==> src/sv/usb_audio_feature_unit_gain_defines.svh <==
// assertion macros for the usb audio feature unit gain block
// included by the top level, no other dependencies
`ifndef USB_AUDIO_FEATURE_UNIT_GAIN_DEFINES_SVH
`define USB_AUDIO_FEATURE_UNIT_GAIN_DEFINES_SVH

// same-cycle implication
`define UAFG_ASSERT_IMPLY(label, clk, rst, ante, cons) \
  label: assert property (@(posedge clk) disable iff (rst) (ante) |-> (cons)) \
    else $error("uafg implication check failed");

// next-cycle implication
`define UAFG_ASSERT_NEXT(label, clk, rst, ante, cons) \
  label: assert property (@(posedge clk) disable iff (rst) (ante) |=> (cons)) \
    else $error("uafg next-cycle check failed");

`endif

==> src/sv/uafg_pkg.sv <==
// shared types and constants for the usb audio feature unit gain block
// no dependencies
package uafg_pkg;

  // op codes carried on s_tuser
  localparam logic [1:0] OP_SET    = 2'd0;
  localparam logic [1:0] OP_GET    = 2'd1;
  localparam logic [1:0] OP_SAMPLE = 2'd2;

  // uac2 request, entity and selector codes
  localparam logic [7:0] REQ_CUR      = 8'd1;
  localparam logic [7:0] ENT_FEATURE  = 8'd2;
  localparam logic [7:0] ENT_CLOCK    = 8'd4;
  localparam logic [7:0] CS_MUTE      = 8'd1;
  localparam logic [7:0] CS_VOLUME    = 8'd2;
  localparam logic [7:0] CS_SAM_FREQ  = 8'd1;
  localparam logic [7:0] CS_CLK_VALID = 8'd2;

  localparam logic [15:0] LEN_MUTE   = 16'd1;
  localparam logic [15:0] LEN_VOLUME = 16'd2;
  localparam logic [15:0] LEN_RATE   = 16'd4;

  localparam logic [31:0] SAMPLE_RATE = 32'd48000;
  localparam logic signed [15:0] VOL_MIN = -16'sd15360;
  localparam logic signed [15:0] VOL_MAX = 16'sd0;
  localparam logic [15:0] UNITY_GAIN = 16'h8000;

  // fixed point exponential, q62 with 1.0 = 2^62
  localparam logic [63:0] Q_ONE     = 64'h4000_0000_0000_0000;
  localparam logic [63:0] LN10_STEP = 64'd2073984273359369;
  localparam int unsigned DB_STEP   = 5120;
  localparam int unsigned DIVISOR_W = 5;
  localparam logic [DIVISOR_W-1:0] SERIES_TERMS = 5'd24;
  // floor(x / 10) = (x * RECIP_TEN) >> 67 for any 64-bit x
  localparam logic [63:0] RECIP_TEN = 64'hCCCC_CCCC_CCCC_CCCD;

  typedef struct packed {
    logic start;
    logic div;
  } alu_req_t;

  typedef struct packed {
    logic busy;
    logic done;
  } alu_rsp_t;

endpackage

==> src/sv/uafg_alu.sv <==
// shared arithmetic unit: 64x64 multiply in four 32x32 steps,
// or 64-bit by small divisor restoring divide one bit per cycle
// depends on uafg_pkg
module uafg_alu (
  input  logic               clk,
  input  logic               rst,
  input  uafg_pkg::alu_req_t req,
  input  logic [63:0]        a,
  input  logic [63:0]        b,
  output uafg_pkg::alu_rsp_t rsp,
  output logic [127:0]       prod,
  output logic [63:0]        quo
);

  logic                             busy;
  logic                             done;
  logic                             div_mode;
  logic [5:0]                       cnt;
  logic [63:0]                      opa;
  logic [63:0]                      opb;
  logic [127:0]                     acc;
  logic [63:0]                      quo_r;
  logic [uafg_pkg::DIVISOR_W-1:0]   rem;

  logic [31:0]                      a_part;
  logic [31:0]                      b_part;
  logic [63:0]                      pp;
  logic [127:0]                     pp_sh;
  logic [uafg_pkg::DIVISOR_W:0]     rem_sh;
  logic [uafg_pkg::DIVISOR_W:0]     divisor;
  logic                             ge;
  logic                             last;

  assign a_part  = cnt[0] ? opa[63:32] : opa[31:0];
  assign b_part  = cnt[1] ? opb[63:32] : opb[31:0];
  assign pp      = a_part * b_part;
  assign rem_sh  = {rem, quo_r[63]};
  assign divisor = {1'b0, opb[uafg_pkg::DIVISOR_W-1:0]};
  assign ge      = rem_sh >= divisor;
  assign last    = div_mode ? (cnt == 6'd63) : (cnt == 6'd3);

  always_comb begin
    unique case (cnt[1:0])
      2'd0:    pp_sh = {64'd0, pp};
      2'd1:    pp_sh = {32'd0, pp, 32'd0};
      2'd2:    pp_sh = {32'd0, pp, 32'd0};
      default: pp_sh = {pp, 64'd0};
    endcase
  end

  always_ff @(posedge clk) begin
    if (rst) begin
      busy <= 1'b0;
      done <= 1'b0;
    end else begin
      done <= 1'b0;
      if (req.start) begin
        busy <= 1'b1;
      end else if (busy && last) begin
        busy <= 1'b0;
        done <= 1'b1;
      end
    end
  end

  always_ff @(posedge clk) begin
    if (req.start) begin
      div_mode <= req.div;
      cnt      <= 6'd0;
      opa      <= a;
      opb      <= b;
      acc      <= 128'd0;
      quo_r    <= a;
      rem      <= '0;
    end else if (busy) begin
      cnt <= cnt + 6'd1;
      if (div_mode) begin
        rem   <= ge ? uafg_pkg::DIVISOR_W'(rem_sh - divisor)
                    : rem_sh[uafg_pkg::DIVISOR_W-1:0];
        quo_r <= {quo_r[62:0], ge};
      end else begin
        acc <= acc + pp_sh;
      end
    end
  end

  assign rsp.busy = busy;
  assign rsp.done = done;
  assign prod     = acc;
  assign quo      = quo_r;

endmodule

==> src/sv/usb_audio_feature_unit_gain.sv <==
// usb audio class 2 microphone feature unit: mute, volume, clock queries
// and q1.15 gain on the sample stream; depends on uafg_pkg, uafg_alu and
// usb_audio_feature_unit_gain_defines.svh
//
// channel  dir  handshake           tdata / tuser
// s_*      in   s_tvalid/s_tready   request or sample, op on s_tuser
// m_*      out  m_tvalid/m_tready   accepted, read_value, sample_out
//
// unmuted samples pass through the shared multiplier; a volume set recomputes
// the gain on the shared unit, q counting the total attenuation in whole 20 dB
// steps; the 64-bit divider for the series terms gives one quotient bit per cycle
// one request at a time; a finished result may wait in the output register
// while the next request is taken; rst is synchronous and restores unity gain
`include "usb_audio_feature_unit_gain_defines.svh"

module usb_audio_feature_unit_gain #(
  parameter int CHANNELS = 2
) (
  input  logic        clk,
  input  logic        rst,
  input  logic        s_tvalid,
  output logic        s_tready,
  // request_code, entity_id, control_selector, channel_number,
  // request_length, payload, sample_in
  input  logic [95:0] s_tdata,
  // op
  input  logic [1:0]  s_tuser,
  output logic        m_tvalid,
  input  logic        m_tready,
  // accepted, read_value, sample_out, zero fill
  output logic [55:0] m_tdata
);

  localparam int CH_W  = (CHANNELS > 1) ? $clog2(CHANNELS) : 1;
  localparam int SUM_W = 16 + CH_W;
  localparam int Q_W   = $clog2(3 * CHANNELS + 1);

  localparam logic [3:0] ST_IDLE  = 4'd0;
  localparam logic [3:0] ST_SUM   = 4'd1;
  localparam logic [3:0] ST_QDIV  = 4'd2;
  localparam logic [3:0] ST_YMUL  = 4'd3;
  localparam logic [3:0] ST_TMUL  = 4'd4;
  localparam logic [3:0] ST_TDIV  = 4'd5;
  localparam logic [3:0] ST_SQ    = 4'd6;
  localparam logic [3:0] ST_DIV10 = 4'd7;
  localparam logic [3:0] ST_SMUL  = 4'd8;
  localparam logic [3:0] ST_FIN   = 4'd9;

  // request fields
  logic [1:0]  op;
  logic [7:0]  request_code;
  logic [7:0]  entity_id;
  logic [7:0]  control_selector;
  logic [7:0]  channel_number;
  logic [15:0] request_length;
  logic [31:0] payload;
  logic [15:0] sample_in;

  assign op               = s_tuser;
  assign request_code     = s_tdata[7:0];
  assign entity_id        = s_tdata[15:8];
  assign control_selector = s_tdata[23:16];
  assign channel_number   = s_tdata[31:24];
  assign request_length   = s_tdata[47:32];
  assign payload          = s_tdata[79:48];
  assign sample_in        = s_tdata[95:80];

  logic [3:0]           state;
  logic [CHANNELS-1:0]  mute;
  logic [15:0]          vol [CHANNELS];
  logic [15:0]          gain;
  logic                 res_ok;
  logic [31:0]          res_rd;
  logic [15:0]          res_so;
  logic [CH_W-1:0]      idx;
  logic [SUM_W-1:0]     t;
  logic [Q_W-1:0]       q;
  logic [63:0]          y;
  logic [63:0]          series;
  logic [uafg_pkg::DIVISOR_W-1:0] n;
  logic [1:0]           sq_cnt;
  logic                 smp_neg;

  uafg_pkg::alu_req_t   alu_req;
  uafg_pkg::alu_rsp_t   alu_rsp;
  logic [63:0]          alu_a;
  logic [63:0]          alu_b;
  logic [127:0]         prod;
  logic [63:0]          quo;

  uafg_alu u_alu (
    .clk  (clk),
    .rst  (rst),
    .req  (alu_req),
    .a    (alu_a),
    .b    (alu_b),
    .rsp  (alu_rsp),
    .prod (prod),
    .quo  (quo)
  );

  // decode
  logic            accept;
  logic            ch_ok;
  logic            is_cur;
  logic [CH_W-1:0] ch_idx;
  logic [CH_W-1:0] rd_idx;
  logic [15:0]     vol_rd;
  logic [15:0]     vol_neg;
  logic            vol_ok;
  logic            d_ok;
  logic [31:0]     d_rd;
  logic            d_mute_wr;
  logic            d_vol_wr;
  logic [16:0]     smp_ext;
  logic [16:0]     smp_mag;
  logic [16:0]     out_mag;
  logic [63:0]     series_next;
  logic [63:0]     qres;
  logic [63:0]     tenth;

  assign s_tready = (state == ST_IDLE);
  assign accept   = s_tvalid && s_tready;
  assign ch_ok    = channel_number < 8'(CHANNELS);
  assign is_cur   = request_code == uafg_pkg::REQ_CUR;
  assign ch_idx   = channel_number[CH_W-1:0];
  assign rd_idx   = (state == ST_SUM) ? idx : ch_idx;
  assign vol_rd   = vol[rd_idx];
  assign vol_neg  = 16'(17'd0 - {vol_rd[15], vol_rd});
  assign vol_ok   = ($signed(payload[15:0]) <= uafg_pkg::VOL_MAX) &&
                    ($signed(payload[15:0]) >= uafg_pkg::VOL_MIN);
  assign smp_ext  = {sample_in[15], sample_in};
  assign smp_mag  = sample_in[15] ? (17'd0 - smp_ext) : smp_ext;
  assign out_mag  = prod[31:15];
  assign qres     = prod[125:62];
  assign tenth    = {3'd0, prod[127:67]};
  assign series_next = n[0] ? (series - quo) : (series + quo);

  always_comb begin
    d_ok      = 1'b0;
    d_rd      = 32'd0;
    d_mute_wr = 1'b0;
    d_vol_wr  = 1'b0;
    unique case (op)
      uafg_pkg::OP_SET: begin
        if (is_cur && ch_ok) begin
          priority if (entity_id == uafg_pkg::ENT_FEATURE &&
                       control_selector == uafg_pkg::CS_MUTE &&
                       request_length == uafg_pkg::LEN_MUTE) begin
            d_mute_wr = 1'b1;
            d_ok      = 1'b1;
          end else if (entity_id == uafg_pkg::ENT_FEATURE &&
                       control_selector == uafg_pkg::CS_VOLUME &&
                       request_length == uafg_pkg::LEN_VOLUME) begin
            d_vol_wr = vol_ok;
            d_ok     = vol_ok;
          end else if (entity_id == uafg_pkg::ENT_CLOCK &&
                       control_selector == uafg_pkg::CS_SAM_FREQ &&
                       request_length == uafg_pkg::LEN_RATE) begin
            d_ok = payload == uafg_pkg::SAMPLE_RATE;
          end else begin
            d_ok = 1'b0;
          end
        end
      end
      uafg_pkg::OP_GET: begin
        if (ch_ok) begin
          priority if (entity_id == uafg_pkg::ENT_CLOCK &&
                       control_selector == uafg_pkg::CS_SAM_FREQ) begin
            d_ok = is_cur;
            d_rd = is_cur ? uafg_pkg::SAMPLE_RATE : 32'd0;
          end else if (entity_id == uafg_pkg::ENT_CLOCK &&
                       control_selector == uafg_pkg::CS_CLK_VALID) begin
            d_ok = 1'b1;
            d_rd = 32'd1;
          end else if (entity_id == uafg_pkg::ENT_FEATURE &&
                       control_selector == uafg_pkg::CS_MUTE) begin
            d_ok = 1'b1;
            d_rd = 32'(mute[ch_idx]);
          end else if (entity_id == uafg_pkg::ENT_FEATURE &&
                       control_selector == uafg_pkg::CS_VOLUME) begin
            d_ok = is_cur;
            d_rd = is_cur ? 32'(vol_rd) : 32'd0;
          end else begin
            d_ok = 1'b0;
          end
        end
      end
      uafg_pkg::OP_SAMPLE: begin
        d_ok = 1'b1;
      end
      default: begin
        d_ok = 1'b0;
      end
    endcase
  end

  // control state
  always_ff @(posedge clk) begin
    if (rst) begin
      state         <= ST_IDLE;
      m_tvalid      <= 1'b0;
      mute          <= '0;
      gain          <= uafg_pkg::UNITY_GAIN;
      alu_req.start <= 1'b0;
      alu_req.div   <= 1'b0;
      for (int i = 0; i < CHANNELS; i++) begin
        vol[i] <= 16'd0;
      end
    end else begin
      if (m_tvalid && m_tready && state != ST_FIN) begin
        m_tvalid <= 1'b0;
      end
      unique case (state)
        ST_IDLE: begin
          alu_req.start <= accept && op == uafg_pkg::OP_SAMPLE && mute == '0;
          if (accept) begin
            res_ok <= d_ok;
            res_rd <= d_rd;
            res_so <= 16'd0;
            if (d_mute_wr) begin
              mute[ch_idx] <= payload[7:0] != 8'd0;
            end
            if (d_vol_wr) begin
              vol[ch_idx] <= payload[15:0];
              t           <= '0;
              q           <= '0;
              idx         <= '0;
              state       <= ST_SUM;
            end else if (op == uafg_pkg::OP_SAMPLE && mute == '0) begin
              smp_neg     <= sample_in[15];
              alu_a       <= 64'(smp_mag);
              alu_b       <= 64'(gain);
              alu_req.div <= 1'b0;
              state       <= ST_SMUL;
            end else begin
              state <= ST_FIN;
            end
          end
        end
        ST_SUM: begin
          alu_req.start <= 1'b0;
          t <= t + SUM_W'(vol_neg);
          if (idx == CH_W'(CHANNELS - 1)) begin
            state <= ST_QDIV;
          end else begin
            idx <= idx + 1'b1;
          end
        end
        ST_QDIV: begin
          alu_req.start <= t < SUM_W'(uafg_pkg::DB_STEP);
          if (t >= SUM_W'(uafg_pkg::DB_STEP)) begin
            t <= t - SUM_W'(uafg_pkg::DB_STEP);
            q <= q + 1'b1;
          end else begin
            alu_a       <= 64'(t[12:0]);
            alu_b       <= uafg_pkg::LN10_STEP;
            alu_req.div <= 1'b0;
            state       <= ST_YMUL;
          end
        end
        ST_YMUL: begin
          alu_req.start <= alu_rsp.done;
          if (alu_rsp.done) begin
            y           <= prod[66:3];
            series      <= uafg_pkg::Q_ONE;
            n           <= uafg_pkg::DIVISOR_W'(1);
            alu_a       <= uafg_pkg::Q_ONE;
            alu_b       <= prod[66:3];
            alu_req.div <= 1'b0;
            state       <= ST_TMUL;
          end
        end
        ST_TMUL: begin
          alu_req.start <= alu_rsp.done;
          if (alu_rsp.done) begin
            alu_a       <= qres;
            alu_b       <= 64'(n);
            alu_req.div <= 1'b1;
            state       <= ST_TDIV;
          end
        end
        ST_TDIV: begin
          alu_req.start <= alu_rsp.done;
          if (alu_rsp.done) begin
            series      <= series_next;
            alu_req.div <= 1'b0;
            if (n == uafg_pkg::SERIES_TERMS) begin
              alu_a  <= series_next;
              alu_b  <= series_next;
              sq_cnt <= 2'd0;
              state  <= ST_SQ;
            end else begin
              n     <= n + 1'b1;
              alu_a <= quo;
              alu_b <= y;
              state <= ST_TMUL;
            end
          end
        end
        ST_SQ: begin
          alu_req.start <= alu_rsp.done && !(sq_cnt == 2'd2 && q == '0);
          if (alu_rsp.done) begin
            if (sq_cnt == 2'd2) begin
              if (q == '0) begin
                gain  <= prod[124:109];
                state <= ST_FIN;
              end else begin
                alu_a       <= qres;
                alu_b       <= uafg_pkg::RECIP_TEN;
                alu_req.div <= 1'b0;
                state       <= ST_DIV10;
              end
            end else begin
              sq_cnt      <= sq_cnt + 2'd1;
              alu_a       <= qres;
              alu_b       <= qres;
              alu_req.div <= 1'b0;
            end
          end
        end
        ST_DIV10: begin
          alu_req.start <= alu_rsp.done && q != Q_W'(1);
          if (alu_rsp.done) begin
            q <= q - 1'b1;
            if (q == Q_W'(1)) begin
              gain  <= tenth[62:47];
              state <= ST_FIN;
            end else begin
              alu_a       <= tenth;
              alu_b       <= uafg_pkg::RECIP_TEN;
              alu_req.div <= 1'b0;
            end
          end
        end
        ST_SMUL: begin
          alu_req.start <= 1'b0;
          if (alu_rsp.done) begin
            res_so <= smp_neg ? 16'(17'd0 - out_mag) : out_mag[15:0];
            state  <= ST_FIN;
          end
        end
        ST_FIN: begin
          alu_req.start <= 1'b0;
          if (!m_tvalid || m_tready) begin
            m_tvalid <= 1'b1;
            state    <= ST_IDLE;
          end
        end
        default: begin
          alu_req.start <= 1'b0;
          state         <= ST_IDLE;
        end
      endcase
    end
  end

  // output register
  always_ff @(posedge clk) begin
    if (state == ST_FIN && (!m_tvalid || m_tready)) begin
      m_tdata <= {7'd0, res_so, res_rd, res_ok};
    end
  end

  `UAFG_ASSERT_IMPLY(a_reject_no_data, clk, rst, m_tvalid && !m_tdata[0], m_tdata[32:1] == 32'd0)
  `UAFG_ASSERT_IMPLY(a_gain_range, clk, rst, 1'b1, gain <= uafg_pkg::UNITY_GAIN)
  `UAFG_ASSERT_IMPLY(a_alu_start_idle, clk, rst, alu_req.start, !alu_rsp.busy)
  `UAFG_ASSERT_NEXT(a_one_request, clk, rst, s_tvalid && s_tready, !s_tready)

endmodule

==> config.mk <==
export PLATFORM = sky130hd
export DESIGN_NAME = usb_audio_feature_unit_gain
export DESIGN_NICKNAME = d
export VERILOG_FILES = /design/src/sv/uafg_pkg.sv /design/src/sv/uafg_alu.sv /design/src/sv/usb_audio_feature_unit_gain.sv
export VERILOG_INCLUDE_DIRS = /design/src /design/src/sv
export SDC_FILE = /design/constraint.sdc
export NUM_CORES = 2
export LEC_CHECK = 0
export BUFFER_PORTS_ARGS = -buffer_cell sky130_fd_sc_hd__buf_2
export CORE_MARGIN = 3
export CORE_UTILIZATION = 41
export DETAILED_ROUTE_END_ITERATION = 10
export HOLD_SLACK_MARGIN = 0.15
export MAX_ROUTING_LAYER = met4
export SETUP_SLACK_MARGIN = 0.05
export SYNTH_ARGS = -nofsm -noshare
export SYNTH_HDL_FRONTEND = slang
export SYNTH_SLANG_ARGS = --single-unit
==> constraint.sdc <==
create_clock -name clk -period 16.8 [get_ports clk]
set_input_delay 3.36 -clock clk [delete_from_list [all_inputs] [get_ports clk]]
set_output_delay 3.36 -clock clk [all_outputs]
set_load 0.02 [all_outputs]
==> run_results.csv <==
group,metric,value,unit
worst_hold_path,min_path_type,"reg -> reg",
critical_path,crit_path_max_fanout,63,
grt,grt_pass1_vias,66300,
timing,clock.fmax,69.7,MHz
drt,detail-route-antenna-nets,0,
final_layout,final_cell_mix,"nand2_1 (1057), nor2_1 (1045), inv_1 (968)",
placed_design,hpwlAfterDp,250,mm
yosys,synthCells,8639,
yosys,synth_edf_count,576,
cts,clock-root-buffer,"clkbuf_16",
yosys,async_flop_share,0,%
drt,vias,67100,
timing,worst_pin_slew,1320,ps
grt,track_usage,32.9,%
drt,drt-pass1-iter-count,10,
yosys,yosysWarnings,0,
drt,drc,0,
cts,htreeDepth,3,
floorplanning,dieArea,197000,um^2
grt,antenna_found_initial,33,
timing,rsz0062_at_grt,"no",
drt,routed_via_density,6.01,
yosys,seq_area_frac_synth,26.3,%
floorplanning,dieWidth,444,um
timing,period_share,85.4,%
floorplanning,dieHeight,444,um
cts,cts.sinks,742,
placed_design,port_buffers,136,
critical_path,setup.worst_path.end_class,"flop",
critical_path,criticalPathCategory,"reg -> reg",
final_layout,fin_nets,10100,
yosys,ys.flop_type,"edfxtp_1",
run,max_cap_violations,0,
timing,skew,46.9,ps
cts,cts_made_buffers,84,
floorplanning,coreArea,189000,um^2
yosys,syn-cell-area,78500,um^2
drt,finalWirelength,320,mm
grt,grt_pass1_wl,460,mm
yosys,ys_types,93,
timing,fin_tns_setup,0,ps
cts,cts_resized,0,
final_layout,layout-drive-gt1-share,8.02,%
drt,drt-initial-drc-count,8376,
yosys,ys_seq_elements,742,
grt,overflow,0,
timing,slew_violations,0,
critical_path,slowest_delay,1100,ps
final_layout,area_growth,8.60,%
timing,setup_violations,0,
grt,grt_max_degree,89,
cts,clock_path_buffers,3,
critical_path,worst_path_max_delay_cell,"dfxtp_4",
final_layout,layout_commonest_cell,"nand2_1",
cts,cts_hold_buf,0,
cts,worst_skew_pair.late_latency,710,ps
critical_path,cp_common_cell,"fa_1",
placed_design,routabilityCongestion,1.01,
floorplanning,ioPinCount,160,
cts,clkTransAtPathRegs,60,ps
floorplanning,initial_core_util,41.5,%
critical_path,start_kind,"flop",
cts,cts_tree,"done",
drt,wl_per_cell,28.7,um
timing,layout_min_cycle_time,14340,ps
critical_path,ff2ff_setup_slack,2460,ps
timing,hold_viol,0,
timing,relSlewSlack,11.4,%
floorplanning,rows,159,
critical_path,arrival,14900,ps
status,status,"finished clean",
cts,postCtsSetupBuffers,0,
critical_path,cp.required,17360,ps
yosys,syn_area_per_cell,9.08,um^2
-- worst paths after layout --
kind,startpoint,endpoint,cells past startpoint
max,u_alu.cnt[1],u_alu.prod[127],38
min,alu_b[16],u_alu.opb[16],0
max reg2reg,u_alu.cnt[1],u_alu.prod[127],38
min reg2reg,alu_b[16],u_alu.opb[16],0
-- kinds of logic after synthesis --
kind of cell | after synthesis | share of synthesized area (%)
flops | 742 | 26.3
mux | 203 | 2.77
xor+xnor | 344 | 3.84
simple gates | 2823 | 15.6
compound gates | 1694 | 13.7
buf+inv | 1443 | 7.02
other cells | 1 | 0.00478
fa+ha+maj | 1389 | 30.8
-- layer usage --
metal | vias to the layer above | GRT usage, % | wire length, um
li1 | 29000 | - | -
met1 | 33700 | 40.5 | 123000
met2 | 3560 | 51.4 | 147000
met4 | 0 | 17.1 | 20500
met3 | 777 | 6.27 | 30400
met5 | - | - | 0
-- synth_stat cells, types with 16 or more instances --
| master | number | area share (%) |
|---|---|---|
| xor2_1 | 125 | 1.4 |
| ha_1 | 489 | 7.8 |
| nand2b_1 | 33 | 0.26 |
| a21o_1 | 163 | 1.6 |
| o21a_1 | 39 | 0.37 |
| fa_1 | 900 | 23 |
| xnor2_1 | 219 | 2.4 |
| mux2_2 | 113 | 1.6 |
| mux2i_1 | 88 | 1.1 |
| o31ai_1 | 38 | 0.36 |
| inv_1 | 970 | 4.6 |
| nand4_1 | 94 | 0.75 |
| o21ai_0 | 419 | 2.7 |
| nor4_1 | 50 | 0.40 |
| and2_1 | 110 | 0.88 |
| a31oi_1 | 51 | 0.41 |
| or3_1 | 38 | 0.30 |
| a21oi_1 | 518 | 3.3 |
| o211ai_1 | 27 | 0.26 |
| and3_1 | 50 | 0.40 |
| a221oi_1 | 22 | 0.25 |
| a21boi_0 | 21 | 0.20 |
| a221o_1 | 16 | 0.20 |
| buf_1 | 29 | 0.14 |
| dfxtp_1 | 166 | 4.2 |
| clkbuf_1 | 417 | 2.0 |
| o221ai_1 | 17 | 0.19 |
| nand3_1 | 94 | 0.60 |
| a211oi_1 | 37 | 0.35 |
| nor2_1 | 1054 | 5.0 |
| o21bai_1 | 66 | 0.63 |
| o22ai_1 | 25 | 0.20 |
| or2_2 | 29 | 0.23 |
| a222oi_1 | 66 | 0.84 |
| nor2b_1 | 36 | 0.29 |
| buf_4 | 23 | 0.22 |
| nand2_1 | 1058 | 5.1 |
| edfxtp_1 | 576 | 22 |
| nor3_1 | 110 | 0.70 |
-- metrics by stage --
step / setup slack (ps) / util [%] / cells / hold WS, ps / instance area [um^2]
2_1_floorplan: 5200 / - / 8661 / 400 / 78600
3_3_place_gp: 2990 / 43.5 / 11000 / 401 / 82200
3_5_place_dp: 2840 / 43.5 / 11000 / 405 / 82200
4_1_cts: 2730 / 45.1 / 11100 / 394 / 85200
5_1_grt: 2080 / 45.1 / 11200 / 399 / 85200
6_report: 2460 / 45.1 / 11200 / 387 / 85200
-- flip-flops by register name, summed over array words and instances, names as in the netlist, 6 cells and up --
signal,cells
alu_b,64
u_alu.quo,64
t,17
gain,16
y,64
res_rd,16
u_alu.cnt,6
alu_a,64
m_tdata,33
res_so,16
u_alu.opa,64
series,64
u_alu.prod,128
u_alu.opb,64
vol,32
-- area by class of cell --
| cell class | count | area, um^2 |
|---|---|---|
| Tap cell | 2495 | 3120 |
| Inverter | 971 | 3640 |
| Timing Repair Buffer | 294 | 1870 |
| Antenna cell | 25 | 62.6 |
| Multi-Input combinational cell | 6476 | 52900 |
| Clock buffer | 115 | 2410 |
| Sequential cell | 742 | 20600 |
| Fill cell | 18400 | 104000 |
| Clock inverter | 42 | 553 |
-- worst max-delay path: cells and delay by family, from the launching register on --
kind            cells  cell delay (ps)
compound gates     13             4000
xor+xnor            1              910
fa+ha+maj          10             5010
buf+inv             6             1030
flops               1             1100
mux                 1              310
simple gates        7             1730
Power is not shown: default switching activity piles up to over one toggle a cycle in this logic, so the estimate is an artifact.
